## config.mk

```make
export PLATFORM = sky130hd
export DESIGN_NAME = windowed_origin_slope_fit_unit_flat
export DESIGN_NICKNAME = d
export VERILOG_FILES = /design/src/rtl/wosf_pkg.sv /design/src/rtl/wosf_if.sv /design/src/rtl/wosf_cell.sv /design/src/rtl/wosf_mac.sv /design/src/rtl/wosf_div.sv /design/src/rtl/windowed_origin_slope_fit_unit.sv /design/src/flat_wrapper.sv
export SDC_FILE = /design/constraint.sdc
export NUM_CORES = 2
export LEC_CHECK = 0
export BUFFER_PORTS_ARGS = -buffer_cell sky130_fd_sc_hd__buf_2
export CAP_MARGIN = 20
export CORE_ASPECT_RATIO = 0.8
export CORE_MARGIN = 4
export CORE_UTILIZATION = 59
export CTS_CLUSTER_DIAMETER = 80
export DETAILED_ROUTE_END_ITERATION = 12
export PLACE_DENSITY = 0.76
export SLEW_MARGIN = 20
export SYNTH_ARGS = -nofsm -noshare
export SYNTH_HDL_FRONTEND = slang
export SYNTH_SLANG_ARGS = --single-unit
```

## constraint.sdc

```tcl
create_clock -name i_clk -period 7.25 [get_ports i_clk]
set_input_delay 0.725 -clock i_clk [delete_from_list [all_inputs] [get_ports i_clk]]
set_output_delay 0.725 -clock i_clk [all_outputs]
set_load 0.02 [all_outputs]
```

## src/rtl/wosf_pkg.sv

```systemverilog
// ----------------------------------------------------------------------------
// wosf_pkg: shared types and constants
// Field widths, fixed-point shifts, control FSM states and the structs that
// pass between the modules of the origin slope fit unit.
// ----------------------------------------------------------------------------
package wosf_pkg;

    localparam int SPEED_W    = 16;
    localparam int POWER_W    = 16;
    localparam int SLOPE_W    = 32;
    localparam int POINTS_W   = 3;
    // Q.6 product over Q.8 square gives Q.-2; Q16.16 wants 18 more bits
    localparam int FRAC_SHIFT = 18;
    localparam int QUOT_W     = 32;
    localparam int HI_SHIFT   = QUOT_W - FRAC_SHIFT;
    localparam int STEP_CNT_W = $clog2(QUOT_W);

    localparam logic [SLOPE_W-1:0] SLOPE_MAX = {1'b0, {(SLOPE_W-1){1'b1}}};
    localparam logic [SLOPE_W-1:0] SLOPE_MIN = {1'b1, {(SLOPE_W-1){1'b0}}};

    typedef enum logic [2:0] {
        ST_IDLE,
        ST_ROTATE,
        ST_DRAIN,
        ST_START,
        ST_DIVIDE,
        ST_FINISH
    } t_state;

    typedef struct packed {
        logic clear;
        logic sample;
    } t_mac_ctl;

    typedef struct packed {
        logic [SLOPE_W-1:0] slope;
        logic               zero_den;
        logic               sat;
    } t_fit_res;

endpackage

```

## src/rtl/wosf_if.sv

```systemverilog
// ----------------------------------------------------------------------------
// wosf_if: stream interfaces
// Valid/ready channels for the sample pairs coming in and the fit results
// going out.
// ----------------------------------------------------------------------------
interface wosf_in_if;
    logic                              valid;
    logic                              ready;
    logic        [wosf_pkg::SPEED_W-1:0] speed;
    logic signed [wosf_pkg::POWER_W-1:0] power;

    modport source (output valid, output speed, output power, input ready);
    modport sink   (input valid, input speed, input power, output ready);
endinterface

interface wosf_out_if;
    logic                                valid;
    logic                                ready;
    logic signed [wosf_pkg::SLOPE_W-1:0]  slope;
    logic        [wosf_pkg::POINTS_W-1:0] points_used;
    logic                                zero_denominator;
    logic                                saturated;

    modport source (output valid, output slope, output points_used,
                    output zero_denominator, output saturated, input ready);
    modport sink   (input valid, input slope, input points_used,
                    input zero_denominator, input saturated, output ready);
endinterface

```

## src/rtl/wosf_cell.sv

```systemverilog
// ----------------------------------------------------------------------------
// wosf_cell: one window cell
// Holds one speed/power pair and takes its neighbour's pair when enabled.
// ----------------------------------------------------------------------------
module wosf_cell (
    input  logic                                i_clk,
    input  logic                                i_en,
    input  logic        [wosf_pkg::SPEED_W-1:0] i_speed,
    input  logic signed [wosf_pkg::POWER_W-1:0] i_power,
    output logic        [wosf_pkg::SPEED_W-1:0] o_speed,
    output logic signed [wosf_pkg::POWER_W-1:0] o_power
);

    logic        [wosf_pkg::SPEED_W-1:0] r_speed;
    logic signed [wosf_pkg::POWER_W-1:0] r_power;

    always_ff @(posedge i_clk) begin
        if (i_en) begin
            r_speed <= i_speed;
            r_power <= i_power;
        end
    end

    assign o_speed = r_speed;
    assign o_power = r_power;

endmodule

```

## src/rtl/wosf_mac.sv

```systemverilog
// ----------------------------------------------------------------------------
// wosf_mac: product and square accumulator
// Registers speed*power and speed^2 of the pair leaving the chain, then adds
// them into the numerator and denominator sums.
// ----------------------------------------------------------------------------
module wosf_mac #(
    parameter int ACC_W = 36
) (
    input  logic                                i_clk,
    input  logic                                i_rst_n,
    input  wosf_pkg::t_mac_ctl                  i_ctl,
    input  logic        [wosf_pkg::SPEED_W-1:0] i_speed,
    input  logic signed [wosf_pkg::POWER_W-1:0] i_power,
    output logic signed [ACC_W-1:0]             o_num,
    output logic        [ACC_W-1:0]             o_den
);

    localparam int PROD_W = wosf_pkg::SPEED_W + wosf_pkg::POWER_W;
    localparam int SQ_W   = 2 * wosf_pkg::SPEED_W;

    logic                     r_sample;
    logic signed [PROD_W-1:0] r_prod;
    logic        [SQ_W-1:0]   r_sq;
    logic signed [ACC_W-1:0]  r_num;
    logic        [ACC_W-1:0]  r_den;
    logic signed [PROD_W:0]   prod_full;

    // speed is unsigned: widen with a zero sign bit before the signed multiply
    assign prod_full = $signed({1'b0, i_speed}) * i_power;

    always_ff @(posedge i_clk) begin
        if (!i_rst_n) begin
            r_sample <= 1'b0;
        end else begin
            r_sample <= i_ctl.sample;
        end
    end

    always_ff @(posedge i_clk) begin
        r_prod <= prod_full[PROD_W-1:0];
        r_sq   <= i_speed * i_speed;
        if (i_ctl.clear) begin
            r_num <= '0;
            r_den <= '0;
        end else if (r_sample) begin
            r_num <= r_num + ACC_W'(r_prod);
            r_den <= r_den + ACC_W'(r_sq);
        end
    end

    assign o_num = r_num;
    assign o_den = r_den;

endmodule

```

## src/rtl/wosf_div.sv

```systemverilog
// ----------------------------------------------------------------------------
// wosf_div: saturating slope divider
// Restoring division of |num| * 2^18 by den, one quotient bit per cycle,
// with early overflow detection and Q16.16 saturation.
// ----------------------------------------------------------------------------
module wosf_div #(
    parameter int ACC_W = 36
) (
    input  logic                    i_clk,
    input  logic                    i_rst_n,
    input  logic                    i_start,
    input  logic signed [ACC_W-1:0] i_num,
    input  logic        [ACC_W-1:0] i_den,
    output logic                    o_done,
    output wosf_pkg::t_fit_res      o_res
);

    localparam int QW = wosf_pkg::QUOT_W;
    localparam int HS = wosf_pkg::HI_SHIFT;
    localparam int CW = wosf_pkg::STEP_CNT_W;

    logic              r_busy;
    logic              r_fin;
    logic              r_done;
    logic [CW-1:0]     r_cnt;
    logic              r_neg;
    logic [ACC_W-1:0]  r_den;
    logic [ACC_W-1:0]  r_rem;
    logic [QW-1:0]     r_lo;
    logic [QW-1:0]     r_quot;
    wosf_pkg::t_fit_res r_res;

    logic [ACC_W-1:0]  mag;
    logic [ACC_W-1:0]  hi;
    logic [ACC_W:0]    trial;
    logic              ge;
    logic              quot_sat;
    logic [QW-1:0]     quot_neg;

    assign mag   = i_num[ACC_W-1] ? ACC_W'(-i_num) : ACC_W'(i_num);
    assign hi    = mag >> HS;
    assign trial = {r_rem, r_lo[QW-1]};
    assign ge    = trial >= {1'b0, r_den};

    assign quot_neg = -r_quot;
    assign quot_sat = r_neg ? (r_quot > wosf_pkg::SLOPE_MIN) : r_quot[QW-1];

    always_ff @(posedge i_clk) begin
        if (!i_rst_n) begin
            r_busy <= 1'b0;
            r_fin  <= 1'b0;
            r_done <= 1'b0;
            r_cnt  <= '0;
        end else begin
            r_done <= 1'b0;
            r_fin  <= 1'b0;
            if (i_start) begin
                r_cnt <= '0;
                // zero denominator and quotient beyond 32 bits finish at once
                if (i_den == '0 || hi >= i_den) begin
                    r_done <= 1'b1;
                end else begin
                    r_busy <= 1'b1;
                end
            end else if (r_busy) begin
                r_cnt <= r_cnt + 1'b1;
                if (r_cnt == CW'(QW - 1)) begin
                    r_busy <= 1'b0;
                    r_fin  <= 1'b1;
                end
            end else if (r_fin) begin
                r_done <= 1'b1;
            end
        end
    end

    always_ff @(posedge i_clk) begin
        if (i_start) begin
            r_neg  <= i_num[ACC_W-1];
            r_den  <= i_den;
            r_rem  <= hi;
            r_lo   <= {mag[HS-1:0], {wosf_pkg::FRAC_SHIFT{1'b0}}};
            r_quot <= '0;
            if (i_den == '0) begin
                r_res.slope    <= '0;
                r_res.zero_den <= 1'b1;
                r_res.sat      <= 1'b0;
            end else begin
                r_res.slope    <= i_num[ACC_W-1] ? wosf_pkg::SLOPE_MIN
                                                 : wosf_pkg::SLOPE_MAX;
                r_res.zero_den <= 1'b0;
                r_res.sat      <= 1'b1;
            end
        end else if (r_busy) begin
            r_rem  <= ge ? ACC_W'(trial - {1'b0, r_den}) : trial[ACC_W-1:0];
            r_lo   <= {r_lo[QW-2:0], 1'b0};
            r_quot <= {r_quot[QW-2:0], ge};
        end else if (r_fin) begin
            r_res.zero_den <= 1'b0;
            r_res.sat      <= quot_sat;
            if (quot_sat) begin
                r_res.slope <= r_neg ? wosf_pkg::SLOPE_MIN : wosf_pkg::SLOPE_MAX;
            end else begin
                r_res.slope <= r_neg ? quot_neg : r_quot;
            end
        end
    end

    assign o_done = r_done;
    assign o_res  = r_res;

endmodule

```

## src/rtl/windowed_origin_slope_fit_unit.sv

```systemverilog
// ----------------------------------------------------------------------------
// windowed_origin_slope_fit_unit: sliding window slope through the origin
// Flow: after an input transfer the chain makes a full rotation with its tail
// feeding the MAC, the MAC drains, the divider starts and runs at one bit per
// cycle, and the result is loaded; the divider ends at once on a zero
// denominator or a clipped quotient. A new pair is taken only in idle, so
// fits do not overlap; a stalled output holds the unit before the load.
// Reset (synchronous, active low) empties the window and the output register.
// ----------------------------------------------------------------------------
module windowed_origin_slope_fit_unit #(
    parameter int WINDOW = 5
) (
    input  logic             i_clk,
    input  logic             i_rst_n,
    wosf_in_if.sink          i_in,
    wosf_out_if.source       o_out
);

    localparam int CNT_W = $clog2(WINDOW + 1);
    localparam int ACC_W = 32 + $clog2(WINDOW) + 1;

    wosf_pkg::t_state   r_state, n_state;
    logic [CNT_W-1:0]   r_step, n_step;
    logic [CNT_W-1:0]   r_filled, n_filled;
    logic               r_out_valid, n_out_valid;
    wosf_pkg::t_fit_res r_out_res;
    logic [wosf_pkg::POINTS_W-1:0] r_out_points;

    logic                                cell_en;
    logic        [wosf_pkg::SPEED_W-1:0] head_speed;
    logic signed [wosf_pkg::POWER_W-1:0] head_power;
    logic        [wosf_pkg::SPEED_W-1:0] cell_speed [WINDOW];
    logic signed [wosf_pkg::POWER_W-1:0] cell_power [WINDOW];

    wosf_pkg::t_mac_ctl mac_ctl;
    logic signed [ACC_W-1:0] mac_num;
    logic        [ACC_W-1:0] mac_den;
    logic               div_start;
    logic               div_done;
    wosf_pkg::t_fit_res div_res;

    logic               load_out;
    logic [CNT_W:0]     step_sum;
    logic [CNT_W+wosf_pkg::POINTS_W-1:0] filled_ext;

    // cell k of the chain reaches the tail at step WINDOW-1-k; only the
    // newest r_filled cells hold written pairs
    assign step_sum = {1'b0, r_step} + {1'b0, r_filled};
    assign filled_ext = {{wosf_pkg::POINTS_W{1'b0}}, r_filled};

    always_comb begin
        n_state     = r_state;
        n_step      = r_step;
        n_filled    = r_filled;
        n_out_valid = r_out_valid;
        i_in.ready  = 1'b0;
        cell_en     = 1'b0;
        head_speed  = cell_speed[WINDOW-1];
        head_power  = cell_power[WINDOW-1];
        mac_ctl     = '0;
        div_start   = 1'b0;
        load_out    = 1'b0;

        if (o_out.ready) begin
            n_out_valid = 1'b0;
        end

        case (r_state)
            wosf_pkg::ST_IDLE: begin
                i_in.ready = 1'b1;
                if (i_in.valid) begin
                    cell_en       = 1'b1;
                    head_speed    = i_in.speed;
                    head_power    = i_in.power;
                    mac_ctl.clear = 1'b1;
                    n_step        = '0;
                    if (r_filled != CNT_W'(WINDOW)) begin
                        n_filled = r_filled + 1'b1;
                    end
                    n_state = wosf_pkg::ST_ROTATE;
                end
            end
            wosf_pkg::ST_ROTATE: begin
                cell_en        = 1'b1;
                mac_ctl.sample = step_sum >= (CNT_W + 1)'(WINDOW);
                n_step         = r_step + 1'b1;
                if (r_step == CNT_W'(WINDOW - 1)) begin
                    n_state = wosf_pkg::ST_DRAIN;
                end
            end
            wosf_pkg::ST_DRAIN: begin
                // last registered product lands in the sums here
                n_state = wosf_pkg::ST_START;
            end
            wosf_pkg::ST_START: begin
                div_start = 1'b1;
                n_state   = wosf_pkg::ST_DIVIDE;
            end
            wosf_pkg::ST_DIVIDE: begin
                if (div_done) begin
                    n_state = wosf_pkg::ST_FINISH;
                end
            end
            wosf_pkg::ST_FINISH: begin
                if (!r_out_valid || o_out.ready) begin
                    load_out    = 1'b1;
                    n_out_valid = 1'b1;
                    n_state     = wosf_pkg::ST_IDLE;
                end
            end
            default: begin
                n_state = wosf_pkg::ST_IDLE;
            end
        endcase
    end

    always_ff @(posedge i_clk) begin
        if (!i_rst_n) begin
            r_state     <= wosf_pkg::ST_IDLE;
            r_step      <= '0;
            r_filled    <= '0;
            r_out_valid <= 1'b0;
        end else begin
            r_state     <= n_state;
            r_step      <= n_step;
            r_filled    <= n_filled;
            r_out_valid <= n_out_valid;
        end
    end

    always_ff @(posedge i_clk) begin
        if (load_out) begin
            r_out_res    <= div_res;
            r_out_points <= filled_ext[wosf_pkg::POINTS_W-1:0];
        end
    end

    // chain: new pair enters cell 0 on a transfer; during the fit the chain
    // rotates, tail feeding the MAC and wrapping back to cell 0
    genvar g;
    generate
        for (g = 0; g < WINDOW; g++) begin : g_cell
            if (g == 0) begin : g_head
                wosf_cell u_cell (
                    .i_clk   (i_clk),
                    .i_en    (cell_en),
                    .i_speed (head_speed),
                    .i_power (head_power),
                    .o_speed (cell_speed[g]),
                    .o_power (cell_power[g])
                );
            end else begin : g_body
                wosf_cell u_cell (
                    .i_clk   (i_clk),
                    .i_en    (cell_en),
                    .i_speed (cell_speed[g-1]),
                    .i_power (cell_power[g-1]),
                    .o_speed (cell_speed[g]),
                    .o_power (cell_power[g])
                );
            end
        end
    endgenerate

    wosf_mac #(
        .ACC_W (ACC_W)
    ) u_mac (
        .i_clk   (i_clk),
        .i_rst_n (i_rst_n),
        .i_ctl   (mac_ctl),
        .i_speed (cell_speed[WINDOW-1]),
        .i_power (cell_power[WINDOW-1]),
        .o_num   (mac_num),
        .o_den   (mac_den)
    );

    wosf_div #(
        .ACC_W (ACC_W)
    ) u_div (
        .i_clk   (i_clk),
        .i_rst_n (i_rst_n),
        .i_start (div_start),
        .i_num   (mac_num),
        .i_den   (mac_den),
        .o_done  (div_done),
        .o_res   (div_res)
    );

    assign o_out.valid            = r_out_valid;
    assign o_out.slope            = r_out_res.slope;
    assign o_out.points_used      = r_out_points;
    assign o_out.zero_denominator = r_out_res.zero_den;
    assign o_out.saturated        = r_out_res.sat;

endmodule

```

## src/flat_wrapper.sv

```systemverilog
// flat-port wrapper written by rule: the top's interface ports become plain ports
module windowed_origin_slope_fit_unit_flat 
#(
    parameter int WINDOW = 5
)
  (i_clk, i_rst_n, i_in_valid, i_in_speed, i_in_power, i_in_ready, o_out_valid, o_out_slope, o_out_points_used, o_out_zero_denominator, o_out_saturated, o_out_ready);
  wosf_in_if i_in_i ();
  wosf_out_if o_out_i ();
  input  logic i_clk;
  input  logic i_rst_n;
  input wire logic [$bits(i_in_i.valid)-1:0] i_in_valid;
  input wire logic [$bits(i_in_i.speed)-1:0] i_in_speed;
  input wire logic [$bits(i_in_i.power)-1:0] i_in_power;
  output wire logic [$bits(i_in_i.ready)-1:0] i_in_ready;
  output wire logic [$bits(o_out_i.valid)-1:0] o_out_valid;
  output wire logic [$bits(o_out_i.slope)-1:0] o_out_slope;
  output wire logic [$bits(o_out_i.points_used)-1:0] o_out_points_used;
  output wire logic [$bits(o_out_i.zero_denominator)-1:0] o_out_zero_denominator;
  output wire logic [$bits(o_out_i.saturated)-1:0] o_out_saturated;
  input wire logic [$bits(o_out_i.ready)-1:0] o_out_ready;
  assign i_in_i.valid = i_in_valid;
  assign i_in_i.speed = i_in_speed;
  assign i_in_i.power = i_in_power;
  assign i_in_ready = i_in_i.ready;
  assign o_out_valid = o_out_i.valid;
  assign o_out_slope = o_out_i.slope;
  assign o_out_points_used = o_out_i.points_used;
  assign o_out_zero_denominator = o_out_i.zero_denominator;
  assign o_out_saturated = o_out_i.saturated;
  assign o_out_i.ready = o_out_ready;
  windowed_origin_slope_fit_unit #(.WINDOW(WINDOW)) u_core (.i_clk(i_clk), .i_rst_n(i_rst_n), .i_in(i_in_i), .o_out(o_out_i));
endmodule
```

==> impl_metrics.json <==
{
  "path_max_fanout": 14,
  "track_usage_pct": 24.62,
  "area_growth_pct": 7.979,
  "clockBufferDepth": 3,
  "wl_per_cell_um": 17.39,
  "clock_skew_ns": 0.05790,
  "antenna_found_initial": 2,
  "io_buffers": 74,
  "synthAdderAreaFrac_pct": 29.28,
  "synthFlopType": "edfxtp_1",
  "drc": 0,
  "clk_latency_ns": 0.64,
  "vias": 28260,
  "post_cts_resized": 0,
  "layout_setup_ws_ns": 0.4258,
  "status": "complete, no violations",
  "yosys.area.top_type": "edfxtp_1",
  "path_class": "register to register",
  "start_kind": "register",
  "path_clk_slew_ns": 0.06,
  "synth_edf_count": 304,
  "ys_seq_area_share_pct": 33.02,
  "rows": 84,
  "clock_sinks": 504,
  "finalWeightedCongestion": 0.9145,
  "relSlewSlack_pct": 33.28,
  "pin_count": 75,
  "coreArea_um2": 66210,
  "cts_setup_buffers": 0,
  "endpoint_kind": "register",
  "dr.pass1.iters": 6,
  "syn-cell-area_um2": 39770,
  "muxShareOfSynthArea_pct": 2.734,
  "grt_pass1_wl_um": 143900,
  "ys_ff_latch": 504,
  "syn_inst": 4024,
  "async_flop_share_pct": 0,
  "worst_slew_pin_slew_ns": 1.001,
  "yosys_warnings": 0,
  "tns_ns": 0,
  "cts_tree": "built",
  "fin_crit_ns": 6.824,
  "max-cap-violations": 0,
  "overflow": 0,
  "fin_crit_sh_pct": 94.13,
  "antenna_left": 0,
  "yosysTopAreaCellShare_pct": 22.96,
  "finalWirelength_um": 86240,
  "hp-class": "primary input to register",
  "cp.arrival_ns": 7.39,
  "initialDrtViolationCount": 1902,
  "final_max_slew_viol_count": 0,
  "drive_gt1_share_pct": 6.224,
  "synth_top_family_by_area": "adder cells",
  "grt_pass1_vias": 28810,
  "root_buffer": "clkbuf_16",
  "dieWidth_um": 298.3,
  "layout_common_cells": "inv_1, nand2_1, fa_1",
  "grt_max_degree": 87,
  "final_common_cell": "inv_1",
  "setup_viol": 0,
  "synthXorXnorAreaFrac_pct": 4.625,
  "yosys.area_share.simple_pct": 12.57,
  "h-tree-depth": 2,
  "nets": 4805,
  "dpl_worst_slack_ns": 0.4977,
  "die_height_um": 240.2,
  "rsz0062_at_grt": "false",
  "cts_hold_buf": 0,
  "via_per_inst": 5.700,
  "cts_buffers": 51,
  "fmax_mhz": 146.5,
  "dieArea_um2": 71640,
  "avgSynthCellArea_um2": 9.882,
  "hold_viol": 0,
  "start_util_pct": 60.06,
  "ys_types": 73,
  "synth_compound_area_share_pct": 10.62,
  "hpwl_um": 64120,
  "syn_nets": 4774,
  "required_ns": 7.81,
  "synth.area.top_cells": "edfxtp_1, fa_1, ha_1"
}
## cell families after synthesis
group / count (synthesis)
XOR/XNOR: 210
AO/OA/AOI/OAI: 673
adder cells (fa/ha/maj): 714
AND/OR/NAND/NOR: 1059
multiplexers: 108
flip-flops: 504
buffers and inverters: 756
## registers in the layout, indices dropped and copies added, names as in the netlist, 34 cells and up
name	cells
u_core.u_div.r_rem	36
u_core.u_div.o_res	34
u_core.g_cell.g_body.u_cell.o_speed	64
u_core.u_mac.o_den	36
u_core.u_div.r_den	36
u_core.g_cell.g_body.u_cell.o_power	64
u_core.u_mac.o_num	36
## critical path: stages, from the launching register on
cell	delay, ns
edfxtp_1	0.70
buf_4	0.35
nand2_1	0.09
fa_1	0.51
fa_1	0.56
inv_1	0.06
fa_1	0.53
fa_1	0.44
fa_1	0.56
inv_1	0.06
fa_1	0.53
inv_1	0.05
ha_1	0.25
a21o_1	0.19
a21o_1	0.16
a21oi_1	0.16
o21ai_0	0.09
a31oi_1	0.24
a21oi_1	0.18
a221oi_1	0.50
o21bai_1	0.15
a21oi_1	0.23
xnor2_1	0.14
## cell type report
cell class	instances	area [um2]
Multi-Input combinational cell	2764	23830
Fill cell	5286	23270
Sequential cell	504	13140
Inverter	599	2248
Clock buffer	65	1380
Tap cell	860	1076
Timing Repair Buffer	135	898.4
Clock inverter	30	369.1
Antenna cell	1	2.502
## metrics by stage
step           instance area [um2]  hold WS, ns  utilization [%]  std cells
2_1_floorplan                39770       0.4003                -       4024
3_3_place_gp                 41160       0.4002            62.16       4861
3_5_place_dp                 41190       0.4045            62.20       4862
4_1_cts                      42940       0.3243            64.85       4957
5_1_grt                      42940       0.3513            64.85       4958
6_report                     42940       0.3586            64.85       4958
## worst paths after layout
path,start,to,depth (start not counted),slack (ns)
worst max register to register,u_core.g_cell[4].g_body.u_cell.o_speed[7],u_core.u_mac.r_sq[29],22,0.43
worst min-delay path,i_in_speed[1],u_core.g_cell[0].g_head.u_cell.o_speed[1],3,0.36
worst min register to register,u_core.g_cell[3].g_body.u_cell.o_power[13],u_core.g_cell[4].g_body.u_cell.o_power[13],0,0.41
worst max-delay path,u_core.g_cell[4].g_body.u_cell.o_speed[7],u_core.u_mac.r_sq[29],22,0.43
## cells in the mapped netlist, drive strengths merged, types with 22 or more instances
cell and instances:
a211oi 27, a21o 83, a21oi 184, a31oi 32, and2 173, clkbuf 144, dfxtp 200, edfxtp 304
fa 361, ha 353, inv 598, mux2i 103, nand2 418, nand2b 26, nand3 43, nor2 230
nor2b 23, nor3 28, o21a 22, o21ai 182, o21bai 23, o31ai 23, xnor2 119, xor2 91
## routing by layer
| layer | track usage [%] | vias up | share of wire, % |
|---|---|---|---|
| met3 | 4.225 | 169 | 6.6 |
| met1 | 33.81 | 13860 | 44 |
| met5 | 0 | - | 0 |
| li1 | - | 13440 | - |
| met4 | 6.822 | 0 | 2.5 |
| met2 | 40.86 | 800 | 47 |
Power is not shown: default switching activity piles up to over one toggle a cycle in this logic, so the estimate is an artifact.
